## src/rtl/rlrp_pkg.sv

```systemverilog
package rlrp_pkg;

  // Widths of the result fields as they leave the block.
  localparam int unsigned OUT_VALUE_W   = 32;
  localparam int unsigned STATUS_W      = 2;
  localparam int unsigned BYTE_W        = 8;
  localparam int unsigned DEF_VALUE_W   = 32;
  localparam int unsigned RESULT_BITS   = STATUS_W + 1 + 4 * OUT_VALUE_W;
  localparam int unsigned RESULT_DATA_W = ((RESULT_BITS + 7) / 8) * 8;

  // Parse status codes.
  localparam logic [STATUS_W-1:0] ST_PROGRESS = 2'd0;
  localparam logic [STATUS_W-1:0] ST_DONE     = 2'd1;
  localparam logic [STATUS_W-1:0] ST_ERROR    = 2'd2;

  // Characters the parser looks for.
  localparam logic [BYTE_W-1:0] CH_CR    = 8'h0d;
  localparam logic [BYTE_W-1:0] CH_LF    = 8'h0a;
  localparam logic [BYTE_W-1:0] CH_COLON = 8'h3a;
  localparam logic [BYTE_W-1:0] CH_DASH  = 8'h2d;
  localparam logic [BYTE_W-1:0] CH_ZERO  = 8'h30;
  localparam logic [BYTE_W-1:0] CH_ONE   = 8'h31;
  localparam logic [BYTE_W-1:0] CH_FIVE  = 8'h35;
  localparam logic [BYTE_W-1:0] CH_NINE  = 8'h39;

  typedef struct packed {
    logic [OUT_VALUE_W-1:0] reset_seconds;
    logic [OUT_VALUE_W-1:0] retry_seconds;
    logic [OUT_VALUE_W-1:0] remaining_value;
    logic [OUT_VALUE_W-1:0] limit_value;
    logic                   blocked;
    logic [STATUS_W-1:0]    parse_status;
  } result_t;

endpackage

```

## src/rtl/rlrp_parser.sv

```systemverilog
module rlrp_parser
  import rlrp_pkg::*;
#(
  parameter int unsigned VALUE_WIDTH = DEF_VALUE_W
) (
  input  logic              clk_i,
  input  logic              rst_ni,
  input  logic              step_i,
  input  logic [BYTE_W-1:0] byte_i,
  output result_t           result_o
);

  typedef enum logic [3:0] {
    PH_COUNT      = 4'd0,
    PH_CRLF_COUNT = 4'd1,
    PH_VERDICT    = 4'd2,
    PH_CRLF_VERD  = 4'd3,
    PH_LIMIT      = 4'd4,
    PH_LF_LIMIT   = 4'd5,
    PH_REMAIN     = 4'd6,
    PH_LF_REMAIN  = 4'd7,
    PH_RETRY      = 4'd8,
    PH_LF_RETRY   = 4'd9,
    PH_RESET      = 4'd10,
    PH_LF_FINAL   = 4'd11
  } phase_e;

  localparam int unsigned WIDE_W = VALUE_WIDTH + 4;

  phase_e                 phase_q, phase_d;
  logic                   blocked_q, blocked_d;
  logic [VALUE_WIDTH-1:0] limit_q, limit_d;
  logic [VALUE_WIDTH-1:0] remain_q, remain_d;
  logic [VALUE_WIDTH-1:0] retry_q, retry_d;
  logic [VALUE_WIDTH-1:0] reset_q, reset_d;

  logic                   is_cr, is_lf, is_colon, is_digit;
  logic [3:0]             digit;
  logic [VALUE_WIDTH-1:0] sel_acc;
  logic [WIDE_W-1:0]      wide_sum;
  logic [VALUE_WIDTH-1:0] pushed;
  logic [STATUS_W-1:0]    status;

  assign is_cr    = (byte_i == CH_CR);
  assign is_lf    = (byte_i == CH_LF);
  assign is_colon = (byte_i == CH_COLON);
  assign is_digit = (byte_i >= CH_ZERO) && (byte_i <= CH_NINE);
  assign digit    = 4'(byte_i - CH_ZERO);

  // One shared saturating multiply-by-ten-and-add for the value phases.
  always_comb begin
    case (phase_q)
      PH_LIMIT:  sel_acc = limit_q;
      PH_REMAIN: sel_acc = remain_q;
      PH_RETRY:  sel_acc = retry_q;
      default:   sel_acc = reset_q;
    endcase
  end

  assign wide_sum = (WIDE_W'(sel_acc) << 3) + (WIDE_W'(sel_acc) << 1) + WIDE_W'(digit);
  assign pushed   = (|wide_sum[WIDE_W-1:VALUE_WIDTH]) ? '1 : wide_sum[VALUE_WIDTH-1:0];

  always_comb begin
    phase_d   = phase_q;
    blocked_d = blocked_q;
    limit_d   = limit_q;
    remain_d  = remain_q;
    retry_d   = retry_q;
    reset_d   = reset_q;
    status    = ST_PROGRESS;

    case (phase_q)
      PH_COUNT: begin
        if (byte_i == CH_FIVE) phase_d = PH_CRLF_COUNT;
        else status = ST_ERROR;
      end
      PH_CRLF_COUNT: begin
        if (is_lf) phase_d = PH_VERDICT;
        else if (!is_cr) status = ST_ERROR;
      end
      PH_VERDICT: begin
        if (byte_i == CH_ZERO || byte_i == CH_ONE) begin
          blocked_d = byte_i[0];
          phase_d   = PH_CRLF_VERD;
        end else if (!is_colon) begin
          status = ST_ERROR;
        end
      end
      PH_CRLF_VERD: begin
        if (is_lf) phase_d = PH_LIMIT;
        else if (!is_cr) status = ST_ERROR;
      end
      PH_LIMIT: begin
        if (is_cr) phase_d = PH_LF_LIMIT;
        else if (is_digit) limit_d = pushed;
        else if (!is_colon) status = ST_ERROR;
      end
      PH_LF_LIMIT: begin
        if (is_lf) phase_d = PH_REMAIN;
        else status = ST_ERROR;
      end
      PH_REMAIN: begin
        if (is_cr) phase_d = PH_LF_REMAIN;
        else if (is_digit) remain_d = pushed;
        else if (!is_colon) status = ST_ERROR;
      end
      PH_LF_REMAIN: begin
        if (is_lf) phase_d = PH_RETRY;
        else if (!is_cr) status = ST_ERROR;
      end
      PH_RETRY: begin
        if (is_cr) begin
          phase_d = PH_LF_RETRY;
        end else if (is_colon) begin
          status = ST_PROGRESS;
        end else if (blocked_q) begin
          if (is_digit) retry_d = pushed;
          else status = ST_ERROR;
        end else if (byte_i != CH_DASH && byte_i != CH_ONE) begin
          status = ST_ERROR;
        end
      end
      PH_LF_RETRY: begin
        if (is_lf) phase_d = PH_RESET;
        else status = ST_ERROR;
      end
      PH_RESET: begin
        if (is_cr) phase_d = PH_LF_FINAL;
        else if (is_digit) reset_d = pushed;
        else if (!is_colon) status = ST_ERROR;
      end
      PH_LF_FINAL: begin
        status = is_lf ? ST_DONE : ST_ERROR;
      end
      default: begin
        status = ST_ERROR;
      end
    endcase

    // A finished or malformed reply returns the parser to its start.
    if (status != ST_PROGRESS) begin
      phase_d   = PH_COUNT;
      blocked_d = 1'b0;
      limit_d   = '0;
      remain_d  = '0;
      retry_d   = '0;
      reset_d   = '0;
    end
  end

  always_comb begin
    result_o              = '0;
    result_o.parse_status = status;
    if (status == ST_DONE) begin
      result_o.blocked         = blocked_q;
      result_o.limit_value     = OUT_VALUE_W'(limit_q);
      result_o.remaining_value = OUT_VALUE_W'(remain_q);
      result_o.retry_seconds   = OUT_VALUE_W'(retry_q);
      result_o.reset_seconds   = OUT_VALUE_W'(reset_q);
    end
  end

  always_ff @(posedge clk_i or negedge rst_ni) begin
    if (!rst_ni) begin
      phase_q   <= PH_COUNT;
      blocked_q <= 1'b0;
      limit_q   <= '0;
      remain_q  <= '0;
      retry_q   <= '0;
      reset_q   <= '0;
    end else if (step_i) begin
      phase_q   <= phase_d;
      blocked_q <= blocked_d;
      limit_q   <= limit_d;
      remain_q  <= remain_d;
      retry_q   <= retry_d;
      reset_q   <= reset_d;
    end
  end

endmodule

```

## src/rtl/rate_limit_reply_parser_top.sv

```systemverilog
// Rate-limit reply parser: one reply byte in, one status/result transfer out.
// An accepted byte waits in the input register; its parse result is then registered in
// the result register and offered to the sink, and a stalled sink holds both registers.
// Throughput: one byte per cycle unless the sink stalls (single registered parse step).
// Reset (rst_ni low, asynchronous) empties both pipeline registers and returns the
// parser to the start of a reply with all gathered values at zero.
module rate_limit_reply_parser_top
  import rlrp_pkg::*;
#(
  parameter int unsigned VALUE_WIDTH = DEF_VALUE_W
) (
  input  logic                     clk_i,
  input  logic                     rst_ni,
  // Input byte stream.
  input  logic                     s_axis_tvalid_i,
  output logic                     s_axis_tready_o,
  input  logic [BYTE_W-1:0]        s_axis_tdata_i,   // [7:0] reply_byte
  // Result stream, one transfer per input byte.
  output logic                     m_axis_tvalid_o,
  input  logic                     m_axis_tready_i,
  // From bit 0 up: parse_status[1:0], blocked[2], limit_value[34:3],
  // remaining_value[66:35], retry_seconds[98:67], reset_seconds[130:99],
  // zero fill [135:131].
  output logic [RESULT_DATA_W-1:0] m_axis_tdata_o
);

  // Input register: holds one accepted byte until the result register can
  // take its parse result.
  logic              in_valid_q;
  logic [BYTE_W-1:0] in_byte_q;

  // Result register.
  logic              out_valid_q;
  result_t           out_data_q;

  logic              out_load;
  logic              step;
  result_t           result;

  // The result register can be loaded when it is empty or being drained this
  // cycle. The byte in the input register is parsed (and the parser state
  // advances) exactly when its result moves into the result register.
  assign out_load        = !out_valid_q || m_axis_tready_i;
  assign step            = in_valid_q && out_load;
  assign s_axis_tready_o = !in_valid_q || step;

  rlrp_parser #(
    .VALUE_WIDTH (VALUE_WIDTH)
  ) u_parser (
    .clk_i    (clk_i),
    .rst_ni   (rst_ni),
    .step_i   (step),
    .byte_i   (in_byte_q),
    .result_o (result)
  );

  always_ff @(posedge clk_i or negedge rst_ni) begin
    if (!rst_ni) begin
      in_valid_q  <= 1'b0;
      out_valid_q <= 1'b0;
    end else begin
      if (s_axis_tready_o) begin
        in_valid_q <= s_axis_tvalid_i;
      end
      if (out_load) begin
        out_valid_q <= in_valid_q;
      end
    end
  end

  // Payload registers carry no reset.
  always_ff @(posedge clk_i) begin
    if (s_axis_tready_o && s_axis_tvalid_i) begin
      in_byte_q <= s_axis_tdata_i;
    end
    if (step) begin
      out_data_q <= result;
    end
  end

  assign m_axis_tvalid_o = out_valid_q;
  assign m_axis_tdata_o  = RESULT_DATA_W'(out_data_q);

endmodule

```

## config.mk

```make
export PLATFORM = sky130hd
export DESIGN_NAME = rate_limit_reply_parser_top
export DESIGN_NICKNAME = d
export VERILOG_FILES = /design/src/rtl/rlrp_pkg.sv /design/src/rtl/rlrp_parser.sv /design/src/rtl/rate_limit_reply_parser_top.sv
export SDC_FILE = /design/constraint.sdc
export NUM_CORES = 1
export LEC_CHECK = 0
export ABC_AREA = 1
export ABC_CLOCK_PERIOD_IN_PS = 12100
export BUFFER_PORTS_ARGS = -buffer_cell sky130_fd_sc_hd__clkbuf_2
export CAP_MARGIN = 20
export CORE_UTILIZATION = 65
export DETAILED_ROUTE_END_ITERATION = 7
export HOLD_SLACK_MARGIN = 0.15
export MAX_ROUTING_LAYER = met4
export PLACE_DENSITY = 0.87
export SLEW_MARGIN = 30
export SYNTH_ARGS = -nofsm -noshare
export SYNTH_HDL_FRONTEND = slang
export SYNTH_SLANG_ARGS = --single-unit
```

## constraint.sdc

```tcl
create_clock -name clk_i -period 12.1 [get_ports clk_i]
set_input_delay 2.42 -clock clk_i [delete_from_list [all_inputs] [get_ports clk_i]]
set_output_delay 2.42 -clock clk_i [all_outputs]
set_load 0.01 [all_outputs]
```

==> Word level (Yosys, flattened, before mapping) <==
Index checks and enable logic that the tools add are counted.
{ "word_totals": {"ff_bits": 274, "latch_bits": 0, "ram_bits": 0, "romBits": 0, "in_bits": 12, "output_inout_bits": 138, "wordCells": 129, "n_memories": 0} }
{ "classes": {"n_addsub": 3, "n_mul": 0, "div": 0, "n_lt_le_gt_ge": 2, "eq_ne": 33, "n_shift": 0, "n_mux": 46, "bitwise_logic": 0, "reduce_logical": 30} }
{ "op_table": {"columns": ["cell", "n"], "rows": [
  ["two-way mux 32 bit", 14],
  ["case mux 32 bit (3 select lines)", 1],
  ["two-way mux 4 bit", 12],
  ["case mux 4 bit (11 select lines)", 1],
  ["adder 35 x 33 -> 36 bit", 1],
  ["adder 36 x 4 -> 36 bit", 1],
  ["inequality test 3 x 1 -> 1 bit, second input constant", 11],
  ["== test 8 x 6 -> 1 bit, second input constant", 4],
  ["two-way mux 2 bit", 14],
  ["nonzero test 2 bit", 9],
  ["== test 4 x 3 -> 1 bit, second input constant", 4],
  ["== test 4 bit, second input constant", 4],
  ["== test 8 x 4 -> 1 bit, second input constant", 2],
  ["inequality test 8 x 6 -> 1 bit, second input constant", 2],
  ["case mux 2 bit (7 select lines)", 1],
  ["AND reduction 13 bit", 1],
  ["AND reduction 4 bit", 3],
  ["nonzero test 12 bit", 1],
  ["== test 4 x 2 -> 1 bit, second input constant", 2],
  ["greater-or-equal comparator 8 x 6 -> 1 bit, second input constant", 1],
  ["<= comparator 8 x 6 -> 1 bit, second input constant", 1],
  ["AND reduction 6 bit", 1],
  ["OR reduction 3 bit", 2],
  ["== test 4 x 1 -> 1 bit, second input constant", 1],
  ["11 further kinds", 20]
]} }

==> Logic depth before layout (Yosys ltp) <==
{ "logic_depth": {"ltp_word": 12, "depth_mapped": 27, "ltp_nobuf": 25} }

==> By module <==
Synthesis repeated with hierarchy kept, for this count alone.
{ "hier_totals": {"cells_unflattened": 1860, "hier_area_um2": 15635.0} }
{ "by_module_without_submodules": {"columns": ["mod", "instances", "cells_per_inst", "area_each_um2", "seq_area_each_um2"], "rows": [
  ["rlrp_parser", 1, 1703, 11324.6, 3328.2],
  ["rate_limit_reply_parser_top", 1, 157, 4310.4, 4224.1]
]} }

==> Worst setup path before layout <==
OpenSTA, ideal clock, no wires.
{ "synth_path": {"path_kind": "in2reg", "start": "input m_axis_tready_i", "end": "register u_parser.reset_q[31]", "setup_ns": 0.118, "arrival_ns": 6.227, "required_ns": 11.982, "slack_ns": 5.755, "stages": 10, "n_path_buf": 1, "path_cell_list": "inv_1 nand2_1 nand2_1 inv_1 nand2_2 inv_2 nand2_2 buf_4 nand2_1 nand2_1"} }
{ "synth_via": {"elab_chain_cells": 3} }
{ "synth_rtl": {"columns": ["item", "line_no", "rtl"], "rows": [
  ["start: declaration", "rate_limit_reply_parser_top.sv:20", "input logic m_axis_tready_i,"],
  ["logical OR 1 bit", "rate_limit_reply_parser_top.sv:43", "assign out_load = !out_valid_q || m_axis_tready_i;"],
  ["logical AND 1 bit", "rate_limit_reply_parser_top.sv:44", "assign step = in_valid_q && out_load;"],
  ["via step", "rate_limit_reply_parser_top.sv:37", "logic step;"],
  ["AND reduction 4 bit (no source line)", null, null],
  ["end signal: assignment", "rlrp_parser.sv:177", "reset_q <= reset_d;"],
  ["end: declaration", "rlrp_parser.sv:35", "logic [VALUE_WIDTH-1:0] reset_q, reset_d;"]
]} }
The timed path passes the listed nets, and every way through them passes these cells.
A chain may end at the register's enable or synchronous reset.

==> Final worst setup path <==
{ "layout_path": {"start": "register u_parser.phase_q[3]", "end": "register u_parser.limit_q[0]"} }
{ "layout_via": {"elab_chain_cells": 10, "elab_cells_between_ends": 30, "cone_classes": "2 x add/sub; 12 x eq/ne; 7 x mux; 9 x reduce/logical"} }
{ "layout_rtl": {"columns": ["item", "line_no", "rtl"], "rows": [
  ["start: declaration", "rlrp_parser.sv:30", "phase_e phase_q, phase_d;"],
  ["start signal: assignment", "rlrp_parser.sv:172", "phase_q <= phase_d;"],
  ["== test 4 bit / == test 4 x 3 -> 1 bit (equally long branches)", "rlrp_parser.sv:52, rlrp_parser.sv:72", null],
  ["case mux 32 bit (3 select lines)", "rlrp_parser.sv:52", "case (phase_q)"],
  ["adder 35 x 33 -> 36 bit", "rlrp_parser.sv:60", "assign wide_sum = (WIDE_W'(sel_acc) << 3) + (WIDE_W'(sel_acc) << 1) + WIDE_W'(digit);"],
  ["adder 36 x 4 -> 36 bit", "rlrp_parser.sv:60", null],
  ["OR reduction 4 bit", "rlrp_parser.sv:61", "assign pushed = (|wide_sum[WIDE_W-1:VALUE_WIDTH]) ? '1 : wide_sum[VALUE_WIDTH-1:0];"],
  ["two-way mux 32 bit", "rlrp_parser.sv:61", null],
  ["two-way mux 32 bit", "rlrp_parser.sv:95", "else if (is_digit) limit_d = pushed;"],
  ["two-way mux 32 bit", null, null],
  ["two-way mux 32 bit", "rlrp_parser.sv:72", "case (phase_q)"],
  ["two-way mux 32 bit", "rlrp_parser.sv:141", "if (status != ST_PROGRESS) begin"],
  ["end signal: assignment", "rlrp_parser.sv:174", "limit_q <= limit_d;"],
  ["end: declaration", "rlrp_parser.sv:32", "logic [VALUE_WIDTH-1:0] limit_q, limit_d;"]
]} }
Parallel ways exist; a longest one is shown, timed or not. The select of a mux whose other input is x is not followed.

==> impl_metrics.toml <==
[synth]
synth_top_family_by_area = "simple AND/OR/NAND/NOR gates"
yosys.area_share.adder_pct = 5.48
synth.most_common_cell = "nand2_1"
synth_ff_type = "edfxtp_1"
synth_edf_count = 139
yosysUniqueCellTypes = 44
synth_common_cells = "nand2_1 (512), inv_1 (244), nor2_1 (196)"
synthMuxAreaShare_pct = 0
synth_top_area_cell = "edfxtp_1"
synth.top_cell.area_share_pct = 27.6
yosysWarnings = 0
syn_area_um2 = 15100
synth-compound-area-share_pct = 5.63
avgSynthCellArea_um2 = 8.52
ys_seq_area_share_pct = 50.0
netlist_top_cells_area = "edfxtp_1 (28%), dfrtp_1 (22%), nand2_1 (13%)"
netlist_instances = 1774
synthXorXnorAreaFrac_pct = 1.22
ys_seq_elements = 274
synth_simple_gate_area_share_pct = 28.5
async_flop_share_pct = 49.3

[clock_network]
holdBufCountCts = 0
cts_resized = 0
cts_tree = "built"
clk_path_buf_depth = 3
cts.sinks = 274
ctsRootBufferMaster = "clkbuf_16"
path_clk_slew_ns = 0.06
clk_latency_ns = 0.54
htreeDepth = 1
cts_made_buffers = 27
post-cts-setup-buffers = 0

[global_routing]
grt_pass1_wl_mm = 64.2
first_global_vias = 12200
grt_usage_pct = 35.5
grt_antenna_before_repair = 0
grt_overflow_total = 0
grt_max_degree = 119

[place]
gp_congestion = 0.986
dpl_cell_area_um2 = 15900
placement.io_buffers = 144
hpwlAfterDp_mm = 27.9

[sta]
skew_ns = 0.0134
timing.fmax_ghz = 0.171
finalHoldViolCount = 0
min_period_over_period_pct = 48.2
slew_violations = 0
slew_headroom_pct = 30.7
setup_viol = 0
min_period_ns = 5.84
fin_setup_tns_ns = 0
rsz0062_at_grt = "no"
worst_slew_pin_slew_ns = 1.04

[die]
die_area_um2 = 23900
core-area_um2 = 22700
die_h_um = 155
ios = 150
num_rows = 55
die_w_um = 155
start_util_pct = 66.6

[flow_run]
cap_violations = 0

[detailed_routing]
detail-route-antenna-nets = 0
drt-initial-drc-count = 1432
vias_per_cell = 5.82
wirelength_mm = 40.1
wl_per_cell_um = 18.3
drt_pass1_iterations = 7
drcViolationCount = 0
vias = 12800

[power_and_ir_drop]
peakVddDrop_uv = 168
p_per_area_nw_per_um2 = 138
leakage_nw = 8.25

[worst_setup_path]
cp-start-kind = "flip-flop"
crit_type = "reg -> reg"
crit_required_ns = 12.52
worst-path-max-fanout = 36
crit_path_end_kind = "flip-flop"
arrival_ns = 6.26

[layout]
drive_gt1_share_pct = 14.0
finish.instance_area_um2 = 16700
area_growth_pct = 10.7
fillers = 1617
insertedDiodeCount = 0
nets = 1962

[status]
status = "finished, final reports clean"

[hold_path]
worstHoldPathType = "reg -> reg"
## path summary, 6_finish.rpt
| path | end | slack, ns | cells past startpoint | start |
|---|---|---|---|---|
| max | u_parser.limit_q[0] | 6.26 | 26 | u_parser.phase_q[3] |
| min | u_parser.reset_q[3] | 0.48 | 2 | u_parser.reset_q[3] |
| max reg2reg | u_parser.limit_q[0] | 6.26 | 26 | u_parser.phase_q[3] |
| min reg2reg | u_parser.reset_q[3] | 0.48 | 2 | u_parser.reset_q[3] |
| max in group asynchronous | u_parser.remain_q[28] | 8.94 | 2 | rst_ni |
| min in group asynchronous | m_axis_tvalid_o | 1.96 | 1 | rst_ni |
## cell families (layout without fill, tap and decap cells)
family / count (synthesis) / in the layout
and+or+nand+nor: 946 / 946
buffers and inverters: 331 / 459
DFF: 274 / 274
AOI/OAI and AO/OA: 136 / 136
xor gates and xnor gates: 21 / 21
other: 1 / 5
adders and majority gates: 65 / 65
## cells in the final DEF (no fill, tap or decap), types with 31 or more instances in the layout
cell type / Yosys / final
a21oi_1: 51 / 51
clkbuf_2: 0 / 143
dfrtp_1: 135 / 135
edfxtp_1: 139 / 139
ha_1: 63 / 63
inv_1: 244 / 242
nand2_1: 512 / 512
nand3_1: 164 / 164
nand3_4: 31 / 31
nor2_1: 196 / 196
## area by class of cell
type                    instances  area (um2)  share of cell area, %
inverters                     254         960                   5.73
repair buffers                155         813                   4.86
clock inverters                 6        38.8                  0.232
multi-input cells            1173        6210                   37.1
flip-flops and latches        274        7550                   45.1
well taps                     285         357                   2.13
clock buffers                  44         807                   4.82
## flip-flops by register name, summed over array words and instances (netlist names)
| name | flops |
|---|---|
| m_axis_tdata_o | 131 |
| u_parser.limit_q | 32 |
| u_parser.remain_q | 32 |
| u_parser.reset_q | 32 |
| u_parser.retry_q | 32 |
| in_byte_q | 8 |
| u_parser.phase_q | 4 |
| in_valid_q | 1 |
| m_axis_tvalid_o | 1 |
| u_parser.blocked_q | 1 |
## routing by layer
layer | GRT usage, % | wire, um | vias up
met2 | 52.1 | 17700 | 803
met5 | - | 0 | -
met1 | 48.7 | 16600 | 5904
li1 | - | - | 5913
met4 | 12.6 | 1270 | 0
met3 | 8.10 | 4620 | 134
## through the flow
| stage | cells | power (mW) | worst slack, ns | util, % | hold WS [ns] |
|---|---|---|---|---|---|
| after global placement | 2141 | 1.51 | 6.60 | 69.9 | 0.461 |
| after detailed placement | 2141 | 1.52 | 6.43 | 70.0 | 0.465 |
| final | 2191 | 2.31 | 6.26 | 73.7 | 0.481 |
| after CTS | 2191 | 2.30 | 6.43 | 73.7 | 0.481 |
| after global routing | 2191 | 2.38 | 5.89 | 73.7 | 0.493 |
| after floorplan | 1778 | 1.39 | 5.75 | - | 0.449 |
## report_power, final
group / internal (mW) / switching, mW / total, mW
registers: 1.06 / 0.0264 / 1.08
logic: 0.0908 / 0.337 / 0.428
clock network: 0.455 / 0.346 / 0.801
## critical path: stages, from the launching register on
cell      delay [ns]
dfrtp_1         0.43
inv_2           0.13
nor2_4          0.05
nand2_2         0.05
buf_4           0.44
nand2_2         0.20
inv_1           0.42
buf_4           0.47
a211oi_1        0.21
a21oi_1         0.31
ha_1            0.29
ha_1            0.38
nand2_1         0.12
inv_1           0.08
nand2_1         0.08
nand2_1         0.08
nand2_1         0.07
nand2_1         0.06
a21oi_1         0.16
nand2_1         0.09
nand2_1         0.06
nand2_1         0.08
nor2_4          0.10
buf_4           0.68
nand3_1         0.33
nand3_1         0.19
nand2_1         0.07
(Power assumes the default switching activity.)
